===== src/rtl/clex_pkg.sv =====
//------------------------------------------------------------------------------
// clex_pkg
// Shared types, constants and byte classification for the C source lexer.
//------------------------------------------------------------------------------
`default_nettype none

package clex_pkg;

	localparam int TOKEN_MAX = 63;
	localparam int WHITE_MAX = 255;
	localparam int QDEPTH    = 4;
	localparam int QAW       = $clog2(QDEPTH);
	localparam int QCW       = $clog2(QDEPTH + 1);

	localparam logic [5:0] TOK_MAX_W   = 6'(TOKEN_MAX);
	localparam logic [7:0] WHITE_MAX_W = 8'(WHITE_MAX);

	localparam logic [2:0] TC_SYMBOL = 3'd0;
	localparam logic [2:0] TC_OPER   = 3'd1;
	localparam logic [2:0] TC_STRING = 3'd2;
	localparam logic [2:0] TC_CHAR   = 3'd3;
	localparam logic [2:0] TC_ARROW  = 3'd4;
	localparam logic [2:0] TC_MINUS  = 3'd5;
	localparam logic [2:0] TC_END    = 3'd6;

	localparam logic [2:0] ERR_NONE      = 3'd0;
	localparam logic [2:0] ERR_TRUNC     = 3'd1;
	localparam logic [2:0] ERR_NL_STR    = 3'd2;
	localparam logic [2:0] ERR_NL_CHR    = 3'd3;
	localparam logic [2:0] ERR_EARLY_END = 3'd4;
	localparam logic [2:0] ERR_OVERSIZE  = 3'd5;

	localparam logic [7:0] CH_NL     = 8'h0a;
	localparam logic [7:0] CH_SPACE  = 8'h20;
	localparam logic [7:0] CH_DQUOTE = 8'h22;
	localparam logic [7:0] CH_HASH   = 8'h23;
	localparam logic [7:0] CH_SQUOTE = 8'h27;
	localparam logic [7:0] CH_STAR   = 8'h2a;
	localparam logic [7:0] CH_MINUS  = 8'h2d;
	localparam logic [7:0] CH_SLASH  = 8'h2f;
	localparam logic [7:0] CH_LT     = 8'h3c;
	localparam logic [7:0] CH_GT     = 8'h3e;
	localparam logic [7:0] CH_BSLASH = 8'h5c;
	localparam logic [7:0] CH_I      = 8'h69;

	typedef enum logic [2:0] {
		K_WHITE = 3'd0,
		K_SYM   = 3'd1,
		K_OPER  = 3'd2,
		K_STR   = 3'd3,
		K_CHR   = 3'd4,
		K_MINUS = 3'd5
	} kind_t;

	typedef enum logic [15:0] {
		M_WHITE   = 16'h0001,
		M_SLASH   = 16'h0002,
		M_CBODY   = 16'h0004,
		M_CSTAR   = 16'h0008,
		M_PSKIP1  = 16'h0010,
		M_PWORD   = 16'h0020,
		M_PSKIP2  = 16'h0040,
		M_PNAME   = 16'h0080,
		M_PREST   = 16'h0100,
		M_SYM     = 16'h0200,
		M_STR     = 16'h0400,
		M_STRESC  = 16'h0800,
		M_CHR     = 16'h1000,
		M_CHRESC1 = 16'h2000,
		M_CHRESC2 = 16'h4000,
		M_MINUS   = 16'h8000
	} mode_t;

	typedef struct packed {
		logic [7:0] char_byte;
		logic       end_of_input;
	} in_item_t;

	typedef struct packed {
		logic [2:0] token_class;
		logic [7:0] operator_char;
		logic [5:0] token_length;
		logic [7:0] white_length;
		logic [2:0] error_code;
		logic       last_of_run;
	} out_item_t;

	typedef struct packed {
		logic [7:0] char_byte;
		logic       end_of_input;
		kind_t      kind;
	} q_entry_t;

	typedef struct packed {
		mode_t      mode;
		logic [5:0] tcnt;
		logic [7:0] wcnt;
		logic [7:0] first;
		logic       snl;
		logic       ovf;
		logic [2:0] ppi;
		logic       ppgt;
		logic       rok;
	} lex_state_t;

	localparam lex_state_t LEX_CLEAR = '{M_WHITE, 6'd0, 8'd0, 8'd0, 1'b0, 1'b0, 3'd0, 1'b0, 1'b0};

	function automatic kind_t kind_of(input logic [7:0] c);
		kind_t k;
		if (c <= CH_SPACE || c >= 8'h7f) begin
			k = K_WHITE;
		end else begin
			case (c) inside
				CH_DQUOTE: k = K_STR;
				CH_SQUOTE: k = K_CHR;
				CH_MINUS:  k = K_MINUS;
				8'h28, 8'h29, 8'h5b, 8'h5d, 8'h2c, 8'h3b, 8'h2a, 8'h23, 8'h3c, 8'h3e,
				8'h2b, 8'h2f, 8'h3a, 8'h3f, 8'h5e, 8'h7e, 8'h7c, 8'h26, 8'h21, 8'h25,
				8'h3d, 8'h7b, 8'h7d, 8'h2e: k = K_OPER;
				default: k = K_SYM;
			endcase
		end
		return k;
	endfunction

	// letters that must follow 'i' in an include directive
	function automatic logic [7:0] incl_char(input logic [2:0] i);
		logic [7:0] ch;
		case (i)
			3'd0:    ch = 8'h6e;
			3'd1:    ch = 8'h63;
			3'd2:    ch = 8'h6c;
			3'd3:    ch = 8'h75;
			3'd4:    ch = 8'h64;
			3'd5:    ch = 8'h65;
			default: ch = 8'h00;
		endcase
		return ch;
	endfunction

endpackage

`default_nettype wire


===== src/rtl/clex_front.sv =====
//------------------------------------------------------------------------------
// clex_front
// Accepts source words, tags each byte with its kind and queues it for the back.
//------------------------------------------------------------------------------
`default_nettype none

module clex_front (
	input  wire logic                clk,
	input  wire logic                arst_n,
	input  wire logic                byte_valid,
	output logic                     byte_ready,
	input  wire clex_pkg::in_item_t  byte_data,
	output logic                     head_valid,
	output clex_pkg::q_entry_t       head,
	input  wire logic                head_pop
);
	import clex_pkg::*;

	q_entry_t       mem_q [QDEPTH];
	logic [QAW-1:0] wr_q;
	logic [QAW-1:0] rd_q;
	logic [QCW-1:0] cnt_q;
	logic           push;
	logic           pop;

	assign byte_ready = cnt_q != QCW'(QDEPTH);
	assign head_valid = cnt_q != '0;
	assign head       = mem_q[rd_q];
	assign push       = byte_valid && byte_ready;
	assign pop        = head_pop && head_valid;

	always_ff @(posedge clk) begin
		if (push) begin
			mem_q[wr_q] <= '{byte_data.char_byte, byte_data.end_of_input,
				kind_of(byte_data.char_byte)};
		end
	end

	always_ff @(posedge clk or negedge arst_n) begin
		if (!arst_n) begin
			wr_q  <= '0;
			rd_q  <= '0;
			cnt_q <= '0;
		end else begin
			if (push) begin
				wr_q <= (wr_q == QAW'(QDEPTH - 1)) ? '0 : wr_q + 1'b1;
			end
			if (pop) begin
				rd_q <= (rd_q == QAW'(QDEPTH - 1)) ? '0 : rd_q + 1'b1;
			end
			case ({push, pop})
				2'b10:   cnt_q <= cnt_q + 1'b1;
				2'b01:   cnt_q <= cnt_q - 1'b1;
				default: cnt_q <= cnt_q;
			endcase
		end
	end

endmodule

`default_nettype wire


===== src/rtl/clex_back.sv =====
//------------------------------------------------------------------------------
// clex_back
// Runs the lexer state machine on queued bytes and delivers token words.
//------------------------------------------------------------------------------
`default_nettype none

module clex_back (
	input  wire logic                clk,
	input  wire logic                arst_n,
	input  wire logic                head_valid,
	input  wire clex_pkg::q_entry_t  head,
	output logic                     head_pop,
	output logic                     token_valid,
	input  wire logic                token_ready,
	output clex_pkg::out_item_t      token_data
);
	import clex_pkg::*;

	typedef struct packed {
		lex_state_t s;
		logic       em;
		out_item_t  r;
	} wb_t;

	lex_state_t st_q;
	lex_state_t st_nx;
	out_item_t  out_q;
	out_item_t  pend_q;
	logic       out_v_q;
	logic       pend_v_q;
	out_item_t  r0;
	out_item_t  r1;
	logic [1:0] n;
	logic       slot_free;

	function automatic logic [7:0] wsat(input logic [7:0] w);
		return (w != WHITE_MAX_W) ? w + 8'd1 : w;
	endfunction

	function automatic logic [5:0] tsat(input logic [5:0] t);
		return (t != TOK_MAX_W) ? t + 6'd1 : t;
	endfunction

	function automatic out_item_t mk_res(input logic [2:0] cls, input logic [7:0] ch,
		input logic [5:0] tlen, input logic [7:0] wl, input logic [2:0] err);
		out_item_t r;
		r.token_class   = cls;
		r.operator_char = ch;
		r.token_length  = tlen;
		r.white_length  = wl;
		r.error_code    = err;
		r.last_of_run   = 1'b0;
		return r;
	endfunction

	function automatic wb_t white_byte(input lex_state_t s, input logic [7:0] c,
		input kind_t k);
		wb_t o;
		o.s  = s;
		o.em = 1'b0;
		o.r  = mk_res(TC_END, 8'd0, 6'd0, 8'd0, ERR_NONE);
		if (k == K_WHITE) begin
			o.s.wcnt = wsat(s.wcnt);
		end else if (c == CH_SLASH) begin
			o.s.mode = M_SLASH;
		end else if (c == CH_HASH) begin
			o.s.wcnt = wsat(s.wcnt);
			o.s.mode = M_PSKIP1;
		end else begin
			case (k)
				K_OPER: begin
					o.em = 1'b1;
					o.r  = mk_res(TC_OPER, c, 6'd1, s.wcnt, ERR_NONE);
					o.s  = LEX_CLEAR;
				end
				K_STR: begin
					o.s.mode  = M_STR;
					o.s.first = c;
					o.s.tcnt  = 6'd1;
				end
				K_CHR: begin
					o.s.mode  = M_CHR;
					o.s.first = c;
					o.s.tcnt  = 6'd1;
				end
				K_MINUS: begin
					o.s.mode  = M_MINUS;
					o.s.first = c;
					o.s.tcnt  = 6'd1;
				end
				default: begin
					o.s.mode  = M_SYM;
					o.s.first = c;
					o.s.tcnt  = 6'd1;
					o.s.ovf   = 1'b0;
				end
			endcase
		end
		return o;
	endfunction

	function automatic lex_state_t after_word(input lex_state_t s, input logic [7:0] c,
		input kind_t k);
		lex_state_t o;
		o = s;
		if (k == K_WHITE) begin
			o.mode = M_PSKIP2;
		end else if (c == CH_DQUOTE) begin
			o.ppgt = 1'b0;
			o.mode = M_PNAME;
		end else if (c == CH_LT) begin
			o.ppgt = 1'b1;
			o.mode = M_PNAME;
		end else begin
			o.rok  = 1'b0;
			o.mode = M_PREST;
		end
		return o;
	endfunction

	always_comb begin
		logic [7:0] c;
		kind_t      k;
		logic [5:0] t;
		wb_t        wbo;
		c     = head.char_byte;
		k     = head.kind;
		t     = tsat(st_q.tcnt);
		wbo   = white_byte(LEX_CLEAR, c, k);
		st_nx = st_q;
		n     = 2'd0;
		r0    = mk_res(TC_END, 8'd0, 6'd0, 8'd0, ERR_NONE);
		r1    = r0;
		if (head.end_of_input) begin
			st_nx = LEX_CLEAR;
			if (st_q.mode == M_WHITE || (st_q.mode == M_PREST && st_q.rok)) begin
				r0 = mk_res(TC_END, 8'd0, 6'd0, st_q.wcnt, ERR_NONE);
				n  = 2'd1;
			end else if (st_q.mode == M_SYM) begin
				r0 = mk_res(TC_SYMBOL, st_q.first, st_q.tcnt, st_q.wcnt,
					st_q.ovf ? ERR_TRUNC : ERR_NONE);
				r1 = mk_res(TC_END, 8'd0, 6'd0, 8'd0, ERR_NONE);
				n  = 2'd2;
			end else begin
				r0 = mk_res(TC_END, 8'd0, 6'd0, st_q.wcnt, ERR_EARLY_END);
				n  = 2'd1;
			end
		end else begin
			case (st_q.mode)
				M_SLASH: begin
					if (c == CH_STAR) begin
						st_nx.wcnt = wsat(wsat(st_q.wcnt));
						st_nx.mode = M_CBODY;
					end else begin
						r0    = mk_res(TC_OPER, CH_SLASH, 6'd1, st_q.wcnt, ERR_NONE);
						st_nx = wbo.s;
						r1    = wbo.r;
						n     = wbo.em ? 2'd2 : 2'd1;
					end
				end
				M_CBODY: begin
					st_nx.wcnt = wsat(st_q.wcnt);
					if (c == CH_STAR) st_nx.mode = M_CSTAR;
				end
				M_CSTAR: begin
					st_nx.wcnt = wsat(st_q.wcnt);
					if (c == CH_SLASH) st_nx.mode = M_WHITE;
					else if (c != CH_STAR) st_nx.mode = M_CBODY;
				end
				M_PSKIP1: begin
					st_nx.wcnt = wsat(st_q.wcnt);
					if (k != K_WHITE) begin
						if (c == CH_I) begin
							st_nx.ppi  = 3'd0;
							st_nx.mode = M_PWORD;
						end else begin
							st_nx.rok  = 1'b0;
							st_nx.mode = M_PREST;
						end
					end
				end
				M_PWORD: begin
					st_nx.wcnt = wsat(st_q.wcnt);
					if (k == K_SYM) begin
						if (st_q.ppi < 3'd6) begin
							st_nx.ppi = (c == incl_char(st_q.ppi)) ? st_q.ppi + 3'd1 : 3'd7;
						end
					end else if (st_q.ppi == 3'd6) begin
						st_nx = after_word(st_nx, c, k);
					end else if (c == CH_NL) begin
						st_nx.mode = M_WHITE;
					end else begin
						st_nx.rok  = 1'b0;
						st_nx.mode = M_PREST;
					end
				end
				M_PSKIP2: begin
					st_nx.wcnt = wsat(st_q.wcnt);
					st_nx      = after_word(st_nx, c, k);
				end
				M_PNAME: begin
					st_nx.wcnt = wsat(st_q.wcnt);
					if (c <= CH_SPACE || c == (st_q.ppgt ? CH_GT : CH_DQUOTE)) begin
						if (c == CH_NL) begin
							st_nx.mode = M_WHITE;
						end else begin
							st_nx.rok  = 1'b1;
							st_nx.mode = M_PREST;
						end
					end
				end
				M_PREST: begin
					st_nx.wcnt = wsat(st_q.wcnt);
					if (c == CH_NL) begin
						st_nx.rok  = 1'b0;
						st_nx.mode = M_WHITE;
					end
				end
				M_SYM: begin
					if (k == K_SYM) begin
						if (st_q.tcnt >= TOK_MAX_W) st_nx.ovf = 1'b1;
						else st_nx.tcnt = st_q.tcnt + 6'd1;
					end else begin
						r0    = mk_res(TC_SYMBOL, st_q.first, st_q.tcnt, st_q.wcnt,
							st_q.ovf ? ERR_TRUNC : ERR_NONE);
						st_nx = wbo.s;
						r1    = wbo.r;
						n     = wbo.em ? 2'd2 : 2'd1;
					end
				end
				M_STR: begin
					st_nx.tcnt = t;
					if (c == CH_BSLASH) begin
						st_nx.mode = M_STRESC;
					end else if (c == CH_NL) begin
						st_nx.snl = 1'b1;
					end else if (c == CH_DQUOTE) begin
						r0 = mk_res(TC_STRING, st_q.first, t, st_q.wcnt,
							st_q.snl ? ERR_NL_STR : ((t >= TOK_MAX_W) ? ERR_OVERSIZE : ERR_NONE));
						n     = 2'd1;
						st_nx = LEX_CLEAR;
					end
				end
				M_STRESC: begin
					st_nx.tcnt = t;
					st_nx.mode = M_STR;
				end
				M_CHR, M_CHRESC2: begin
					st_nx.tcnt = t;
					if (c == CH_NL || c == CH_SQUOTE) begin
						r0 = mk_res(TC_CHAR, st_q.first, t, st_q.wcnt,
							(c == CH_NL) ? ERR_NL_CHR : ERR_NONE);
						n     = 2'd1;
						st_nx = LEX_CLEAR;
					end else if (st_q.mode == M_CHRESC2) begin
						st_nx.mode = M_CHR;
					end else if (c == CH_BSLASH) begin
						st_nx.mode = M_CHRESC1;
					end
				end
				M_CHRESC1: begin
					st_nx.tcnt = t;
					st_nx.mode = M_CHRESC2;
				end
				M_MINUS: begin
					if (c == CH_GT) begin
						r0    = mk_res(TC_ARROW, CH_MINUS, 6'd2, st_q.wcnt, ERR_NONE);
						n     = 2'd1;
						st_nx = LEX_CLEAR;
					end else begin
						r0    = mk_res(TC_MINUS, CH_MINUS, 6'd1, st_q.wcnt, ERR_NONE);
						st_nx = wbo.s;
						r1    = wbo.r;
						n     = wbo.em ? 2'd2 : 2'd1;
					end
				end
				default: begin
					wbo   = white_byte(st_q, c, k);
					st_nx = wbo.s;
					r0    = wbo.r;
					n     = wbo.em ? 2'd1 : 2'd0;
				end
			endcase
		end
		if (n == 2'd1) r0.last_of_run = 1'b1;
		if (n == 2'd2) r1.last_of_run = 1'b1;
	end

	assign slot_free   = !out_v_q || token_ready;
	assign head_pop    = head_valid && !pend_v_q && slot_free;
	assign token_valid = out_v_q;
	assign token_data  = out_q;

	always_ff @(posedge clk) begin
		if (head_pop) begin
			out_q  <= r0;
			pend_q <= r1;
		end else if (pend_v_q && slot_free) begin
			out_q <= pend_q;
		end
	end

	always_ff @(posedge clk or negedge arst_n) begin
		if (!arst_n) begin
			st_q     <= LEX_CLEAR;
			out_v_q  <= 1'b0;
			pend_v_q <= 1'b0;
		end else begin
			if (head_pop) begin
				st_q     <= st_nx;
				out_v_q  <= n != 2'd0;
				pend_v_q <= n == 2'd2;
			end else if (pend_v_q && slot_free) begin
				out_v_q  <= 1'b1;
				pend_v_q <= 1'b0;
			end else if (token_ready) begin
				out_v_q <= 1'b0;
			end
		end
	end

endmodule

`default_nettype wire


===== src/rtl/c_source_lexer.sv =====
//------------------------------------------------------------------------------
// c_source_lexer
// Byte-stream tokenizer for C-like source text.
//------------------------------------------------------------------------------
// Feed one source byte per word on the byte channel (end_of_input set marks the
// end of the stream); token words come out on the token channel, each carrying
// its class, first or operator byte, saturated lengths, error code and a flag on
// the last token caused by a byte. The lexer takes one byte per cycle while its
// queue has room. The back-end state machine consumes one queued byte per cycle
// while its output can be written, and a byte that closes one token and emits
// another (an end of input after a symbol, or a byte that ends a symbol, slash
// or minus and is itself a one-byte operator other than slash or hash) holds
// the back end while its second token word leaves the output register. A
// four-entry queue between the classifier and the state machine absorbs those
// holds and stalls on the token side. Reset returns the lexer to white-space
// mode with all counts cleared.
//------------------------------------------------------------------------------
`default_nettype none

module c_source_lexer (
	input  wire logic                clk,
	input  wire logic                arst_n,
	input  wire logic                byte_valid,
	output logic                     byte_ready,
	input  wire clex_pkg::in_item_t  byte_data,
	output logic                     token_valid,
	input  wire logic                token_ready,
	output clex_pkg::out_item_t      token_data
);
	import clex_pkg::*;

	logic     head_valid;
	logic     head_pop;
	q_entry_t head;

	clex_front u_front (
		.clk        (clk),
		.arst_n     (arst_n),
		.byte_valid (byte_valid),
		.byte_ready (byte_ready),
		.byte_data  (byte_data),
		.head_valid (head_valid),
		.head       (head),
		.head_pop   (head_pop)
	);

	clex_back u_back (
		.clk         (clk),
		.arst_n      (arst_n),
		.head_valid  (head_valid),
		.head        (head),
		.head_pop    (head_pop),
		.token_valid (token_valid),
		.token_ready (token_ready),
		.token_data  (token_data)
	);

endmodule

`default_nettype wire


===== config.mk =====
export PLATFORM = sky130hd
export DESIGN_NAME = c_source_lexer
export DESIGN_NICKNAME = d
export VERILOG_FILES = /design/src/rtl/clex_pkg.sv /design/src/rtl/clex_front.sv /design/src/rtl/clex_back.sv /design/src/rtl/c_source_lexer.sv
export SDC_FILE = /design/constraint.sdc
export NUM_CORES = 1
export LEC_CHECK = 0
export BUFFER_PORTS_ARGS = -buffer_cell sky130_fd_sc_hd__buf_2
export CAP_MARGIN = 20
export CORE_ASPECT_RATIO = 2
export CORE_MARGIN = 3
export CORE_UTILIZATION = 40
export DETAILED_ROUTE_END_ITERATION = 7
export PLACE_DENSITY = 0.62
export SYNTH_ARGS = -nofsm -noshare
export SYNTH_HDL_FRONTEND = slang
export SYNTH_SLANG_ARGS = --single-unit
export TNS_END_PERCENT = 5

===== constraint.sdc =====
create_clock -name clk -period 10.4 [get_ports clk]
set_input_delay 1.56 -clock clk [delete_from_list [all_inputs] [get_ports clk]]
set_output_delay 1.56 -clock clk [all_outputs]
set_load 0.01 [all_outputs]

**Yosys cells after proc, flatten, opt, wreduce, memory -nomap -nowiden**

Memories as Yosys holds them, arrays and structs flattened.
Index checks and enable logic that the tools add are counted.

- Flip-flop bits (word level): 112
- RAM bits: 48
- Input port bits: 13
- Word-level logic and storage cells: 367
- Memories: 1

- Add/sub/neg operators: 8
- $lt $le $gt $ge: 6
- Equal/unequal tests: 127
- Multiplexer cells: 153
- Reduce and logical (&&, ||, !) cells: 46

Memory list:

| memory | words | bits a word | rd ports | clocked after memory_dff | wr ports | line | text |
|---|---|---|---|---|---|---|---|
| u_front.mem_q | 4 | 12 | 1 | 0 | 1 | clex_front.sv:19 | `q_entry_t mem_q [QDEPTH];` |

Operator list:

| cell | count |
|---|---|
| 2-to-1 mux 29 bit | 16 |
| 2-to-1 mux 45 bit | 9 |
| 2-to-1 mux 16 bit | 18 |
| one-hot mux 16 bit (14 select lines) | 1 |
| equality test 8 x 6 -> 1 bit (second input constant) | 27 |
| one-hot mux 29 bit (6 select lines) | 1 |
| 2-to-1 mux 59 bit | 2 |
| 2-to-1 mux 22 bit | 5 |
| 2-to-1 mux 8 bit | 12 |
| one-hot mux 22 bit (4 select lines) | 1 |
| one-hot mux 29 bit (3 select lines) | 1 |
| equality test 8 x 7 -> 1 bit (second input constant) | 9 |
| one-hot mux 10 bit (7 select lines) | 1 |
| one-hot mux 8 bit (8 select lines) | 1 |
| != test 10 x 9 -> 1 bit (second input constant) | 6 |
| != test 8 x 7 -> 1 bit (second input constant) | 6 |
| one-hot mux 6 bit (8 select lines) | 1 |
| 2-to-1 mux 6 bit | 7 |
| one-hot mux 7 bit (6 select lines) | 1 |
| 2-to-1 mux 40 bit | 1 |
| != test 13 x 11 -> 1 bit (second input constant) | 3 |
| 2-to-1 mux 38 bit | 1 |
| 2-to-1 mux 3 bit | 12 |
| 2-to-1 mux 9 bit | 4 |
| other kinds (85) | 194 |

**Depth between registers and ports, before layout**

An unclocked memory read counts as a cell.

- Word-level depth: 16
- Depth in mapped cells: 13
- Gate-level depth less buffers: 12

**Modules after synthesis**

Synthesis repeated with hierarchy kept, for this count alone.

- Cells, all modules: 883
- Area, all modules: 8787.2 um2

By module, submodules not included:

| module | times used | cells an instance | area each (um2) |
|---|---|---|---|
| clex_back | 1 | 746 | 6402.4 |
| clex_front | 1 | 137 | 2384.8 |

**Least setup slack after synthesis**

No wires, ideal clock.

- Path type: input-to-reg
- From: input port token_ready
- To: register u_front.cnt_q[2]
- Setup time: 0.125 ns
- Data arrival time: 3.579 ns
- Data required time: 10.275 ns
- Setup slack: 6.696 ns
- Stages on the path: 12
- Cell sequence: nor2b_1 > or3_1 > clkbuf_1 > buf_1 > clkbuf_1 > inv_1 > ha_1 > inv_1 > fa_1 > xor2_1 > nor2_1 > xor2_1

- Longest elaborated chain between the ends: 5
- Elaborated cells on any way between the ends: 7

Ends and longest elaborated chain:

| item | line | text |
|---|---|---|
| start, declared | c_source_lexer.sv:27 | `input wire logic token_ready,` |
| logical OR 1 bit * | clex_back.sv:289 | `assign slot_free = !out_v_q \|\| token_ready;` |
| logical AND 1 bit * | clex_back.sv:290 | `assign head_pop = head_valid && !pend_v_q && slot_free;` |
| logical AND 1 bit * | clex_front.sv:30 | `assign pop = head_pop && head_valid;` |
| named net u_front.pop | clex_front.sv:24 | `logic pop;` |
| equality test 2 x 1 -> 1 bit or equality test 2 bit (tied branches) | clex_front.sv:51 | `case ({push, pop})` |
| one-hot mux 3 bit (2 select lines) or nonzero test 2 bit (tied branches) | n/a |  |
| end signal, assigned | clex_front.sv:52 | `2'b10: cnt_q <= cnt_q + 1'b1;` |
| end signal, assigned | clex_front.sv:53 | `2'b01: cnt_q <= cnt_q - 1'b1;` |
| end signal, assigned | clex_front.sv:54 | `default: cnt_q <= cnt_q;` |
| end, declared | clex_front.sv:22 | `logic [QCW-1:0] cnt_q;` |

Mark *: on every way through the listed nets, which the timed path passes. The rest lies on a longest branch.
A chain may end at the register's enable or synchronous reset.

**Final worst setup path**

- From: register u_front.rd_q[0]
- To: register u_back.out_q (netlist bit u_back.token_data[0]) (data pin)

- Longest elaborated chain between the ends: 14
- Elaborated cells on any way between the ends: 41

Ends and longest elaborated chain:

| item | line | text |
|---|---|---|
| start, declared | clex_front.sv:21 | `logic [QAW-1:0] rd_q;` |
| start signal, assigned | clex_front.sv:49 | `rd_q <= (rd_q == QAW'(QDEPTH - 1)) ? '0 : rd_q + 1'b1;` |
| memory read (4 x 12 bit) * | n/a |  |
| equality test 3 x 2 -> 1 bit | clex_back.sv:70 | `case (k)` |
| 2-to-1 mux 35 bit | clex_back.sv:70 |  |
| 2-to-1 mux 45 bit | clex_back.sv:66 | `end else if (c == CH_HASH) begin` |
| 2-to-1 mux 59 bit | clex_back.sv:64 | `end else if (c == CH_SLASH) begin` |
| 2-to-1 mux 45 bit | clex_back.sv:62 | `if (k == K_WHITE) begin` |
| 2-to-1 mux 45 bit | clex_back.sv:149 | `case (st_q.mode)` |
| 2-to-1 mux 45 bit | clex_back.sv:134 | `if (head.end_of_input) begin` |
| 2-to-1 mux 1 bit | clex_back.sv:281 | `n = wbo.em ? 2'd1 : 2'd0;` |
| one-hot mux 2 bit (6 select lines) | clex_back.sv:149 |  |
| 2-to-1 mux 2 bit | clex_back.sv:134 |  |
| equality test 2 x 1 -> 1 bit | clex_back.sv:285 | `if (n == 2'd1) r0.last_of_run = 1'b1;` |
| 2-to-1 mux 1 bit * | clex_back.sv:285 |  |
| 2-to-1 mux 29 bit * | clex_back.sv:295 | `if (head_pop) begin` |
| end signal, assigned | clex_back.sv:296 | `out_q <= r0;` |
| end signal, assigned | clex_back.sv:299 | `out_q <= pend_q;` |
| end, declared | clex_back.sv:27 | `out_item_t out_q;` |

Mark *: on every way between the ends. The rest lies on a longest branch, timed or not. The select of a mux whose other input is x is not followed.

==> results.yml <==
status:
  outcome: "completed"
placed_design:
  number_of_buffers_inserted_by_port_buffering: 43
  placed_cells: 1169
  post-place-ws_ns: 6.07
  detailedPlacementHpwl_mm: 21.6
  gp_congestion: 1.04
power:
  power.sequential.fraction_pct: 30.2
  combPwrFrac_pct: 49.4
  clkPwrFrac_pct: 20.4
  p_switching_w: 0.00132
  power.density_cell_area_nw_per_um2: 296
  switching_share_pct: 45.2
  p_leak_nw: 3.88
  cell_internal_pwr_w: 0.00160
  vdd_ir_drop_max_v: 0.000244
synth:
  async_flop_share_pct: 38.0
  synth_seq_cells: 142
  netlist.area_leader.share_pct: 29.7
  mappedNetlistNets: 921
  number_of_flops_mapped_to_enable_cells_by_yosys: 88
  largest_cells_by_area_after_synthesis: "sky130_fd_sc_hd__edfxtp_1 (30%), sky130_fd_sc_hd__dfrtp_1 (15%), sky130_fd_sc_hd__nor2_1 (3.5%)"
  syn-instance-count: 890
  ys_types: 89
  synth_cell_count_leaders: "sky130_fd_sc_hd__edfxtp_1 (88), sky130_fd_sc_hd__nor2_1 (84), sky130_fd_sc_hd__nand2_1 (67), sky130_fd_sc_hd__dfrtp_1 (53), sky130_fd_sc_hd__a21oi_1 (52)"
  yosys.area.top_type: "sky130_fd_sc_hd__edfxtp_1"
  yosys_warnings: 0
  synth_most_common_cell: "sky130_fd_sc_hd__edfxtp_1"
  syn-mean-instance-area_um2: 10.0
  ys_dominant_reg_cell: "sky130_fd_sc_hd__edfxtp_1"
  synth_area_um2: 8910
  seq_area_frac_synth_pct: 44.8
critical_path:
  worst-endpoint-arrival_ns: 4.50
  reg2reg_slack_ns: 6.06
  worstRegToRegCells: 7
  worstReg2RegStart: "u_front.rd_q[0]$_DFFE_PN0P_"
  endpoint_of_the_most_critical_register_to_register_path: "u_back.token_data[0]$_DFFE_PP_"
  critPathRequiredTime_ns: 10.57
  worst_setup_path_end_kind: "flip-flop"
  criticalPathCategory: "flip-flop to flip-flop"
  launch_point_of_the_worst_path: "u_front.rd_q[0]$_DFFE_PN0P_"
  critPathLaunchType: "flip-flop"
  cp_max_fo: 16
routing:
  finalWirelength_mm: 28.9
  ant_nets: 0
  routedWlPerCell_um: 24.1
  detailedRoute.firstPassIterationCount: 7
  drt_iter0_drc: 623
  route.detailed.vias_per_inst: 6.22
  routed-via-count: 7465
  post-route-drc-count: 0
clock_network:
  cts_resized: 0
  clock-root-buffer: "sky130_fd_sc_hd__clkbuf_16"
  clkLatencyLatePin_ns: 0.45
  post_cts_hold_buffer_count: 0
  tritoncts.num_buffers: 17
  cts_buffer_depth: 2
  tritoncts: "built"
  cts.sink_count: 142
  clk_pin_slew_ns: 0.07
  cts_setup_buffers: 0
  cts-htree-levels: 4
die:
  initial_utilization_pct: 41.1
  design.die.area_um2: 24200
  placement_rows: 76
  floorplan.die.height_um: 217
  die_w_um: 112
  core_box_area_um2: 21700
  top_level_ports: 44
global_routing:
  number_of_antenna_violations_at_the_first_check_in_global_routing: 0
  global_route.overflow_total: 0
  met2_layer_usage_reported_by_global_route_pct: 44.2
  largest_net_degree_at_the_start_of_global_routing: 55
  globalRouteTotalUtil_pct: 24.2
  grtUsageMet3_pct: 4.62
  number_of_global_route_vias_before_repair: 7505
  globalRoute.busiestLayer: "met2"
  wire_length_of_the_first_global_routing_pass_mm: 44.0
  grtUsageMet1_pct: 22.6
finish:
  nNetsFinal: 946
  layout-drive-gt1-share_pct: 16.3
  antenna_cells: 0
  layout-area-overhead-vs-synth_pct: 11.1
  final_core_util_pct: 45.6
  final_cell_count_no_fill: 1201
timing:
  finalWorstSetupSlack_ns: 6.06
  setup-tns-final_ns: 0
  setup_viol_count_final: 0
  report.final.hold_viol_count: 0
  min_period_ns: 4.34
  worst-slew-pin-transition_ns: 1.16
  final.setup_skew_ns: 0.0141
  rsz0062_at_grt: "false"
  max_clk_rate_mhz: 231
  hold_ws_ns: 0.486
  period_share_pct: 41.7
  slew_headroom_pct: 22.3
  finalMaxSlewViolations: 0
min_path:
  worst_hold_startpoint: "u_back.st_q[6]$_DFFE_PN0P_"
  min_to: "u_back.st_q[6]$_DFFE_PN0P_"
  hold-path-cell-count: 1
  hold_path_class: "flip-flop to flip-flop"
run:
  max_cap_violation_count: 0
==> how the worst max path moves through the flow <==
stage	endpoint	slack, ns	cells after the start
final	u_back.token_data[0]$_DFFE_PP_	6.06	7
after detailed placement	u_back.token_data[0]$_DFFE_PP_	6.07	7
after global routing	u_back.st_q[8]$_DFFE_PN0P_	5.73	7
after CTS	u_back.token_data[0]$_DFFE_PP_	6.07	7
after floorplan	u_front.cnt_q[2]$_DFFE_PN0P_	6.70	12
after global placement	u_back.token_data[0]$_DFFE_PP_	6.12	7
==> power by group through the flow <==
| stage | clock [W] | combinational (W) | sequential (W) |
|---|---|---|---|
| global route | 0.000633 | 0.00156 | 0.000903 |
| floorplan | 0 | 0.00100 | 0.000878 |
| finish | 0.000598 | 0.00145 | 0.000883 |
| detailed placement | 0 | 0.00142 | 0.000896 |
| CTS | 0.000606 | 0.00142 | 0.000885 |
| global placement | 0 | 0.00142 | 0.000893 |
==> worst max-delay path: stages, from the launching register on <==
cell and delay [ns]:
sky130_fd_sc_hd__dfrtp_1 0.89, sky130_fd_sc_hd__mux4_2 0.68, sky130_fd_sc_hd__or4b_1 0.77, sky130_fd_sc_hd__nor3_2 0.49, sky130_fd_sc_hd__nor2_1 0.20, sky130_fd_sc_hd__nor3_1 0.75, sky130_fd_sc_hd__o31a_1 0.22, sky130_fd_sc_hd__a41oi_1 0.04
==> cell families after synthesis <==
group	count (synthesis)	synth area share, %
and+or+nand+nor	377	23.2
adders and majority gates	18	2.61
AOI/OAI and AO/OA	209	15.9
buffers and inverters	75	3.69
DFF	142	44.8
xor gates and xnor gates	17	1.67
muxes	52	8.15
==> per-layer routing <==
metal | vias to the layer above | share of wire (%)
met4 | 0 | 9.4
li1 | 3446 | -
met2 | 293 | 53
met1 | 3595 | 33
met5 | - | 0
met3 | 131 | 4.5
==> placed cells by master (no fill, tap or decap), types with 7 or more instances in the layout <==
master,n
sky130_fd_sc_hd__a31oi_1,10
sky130_fd_sc_hd__mux4_2,11
sky130_fd_sc_hd__o211ai_1,10
sky130_fd_sc_hd__a22o_1,7
sky130_fd_sc_hd__buf_4,9
sky130_fd_sc_hd__o21ai_0,47
sky130_fd_sc_hd__nor2b_1,7
sky130_fd_sc_hd__nand2_1,67
sky130_fd_sc_hd__xor2_1,9
sky130_fd_sc_hd__a21oi_1,51
sky130_fd_sc_hd__xnor2_1,8
sky130_fd_sc_hd__buf_2,43
sky130_fd_sc_hd__and4_1,8
sky130_fd_sc_hd__or3_1,12
sky130_fd_sc_hd__clkbuf_16,17
sky130_fd_sc_hd__nor4_1,14
sky130_fd_sc_hd__nand3_1,42
sky130_fd_sc_hd__a21o_1,8
sky130_fd_sc_hd__or4_1,9
sky130_fd_sc_hd__nand4_1,16
sky130_fd_sc_hd__nor3_1,29
sky130_fd_sc_hd__mux2i_1,7
sky130_fd_sc_hd__mux2_4,7
sky130_fd_sc_hd__nand2b_1,12
sky130_fd_sc_hd__dfrtp_1,53
sky130_fd_sc_hd__inv_1,28
sky130_fd_sc_hd__and3_1,16
sky130_fd_sc_hd__mux2_2,23
sky130_fd_sc_hd__o31ai_1,7
sky130_fd_sc_hd__a211oi_1,9
sky130_fd_sc_hd__and2_1,17
sky130_fd_sc_hd__nor4b_1,10
sky130_fd_sc_hd__ha_1,17
sky130_fd_sc_hd__edfxtp_1,88
sky130_fd_sc_hd__nor2_1,84
==> final cells by class <==
type / count / area [um^2]
timing repair buffer: 52 / 283
tap: 273 / 342
clock inverter: 13 / 126
multi-input combinational: 673 / 4600
sequential: 142 / 4000
clock buffer: 19 / 443
fill: 2106 / 11800
inverter: 29 / 109
==> metrics by stage <==
step                      power, W  area, um^2
after floorplan            0.00188        8910
after global placement     0.00231        9330
after detailed placement   0.00231        9330
after CTS                  0.00291        9900
after global routing       0.00309        9900
final                      0.00293        9900
==> state kept, by name, indices dropped and copies added (netlist names) <==
signal              count
u_back.pend_q          11
u_back.pend_v_q         1
u_back.st_q            45
u_back.token_data      29
u_back.token_valid      1
u_front.cnt_q           3
u_front.mem_q          48
u_front.rd_q            2
u_front.wr_q            2
No activity file was read; power rests on OpenSTA's default activity.
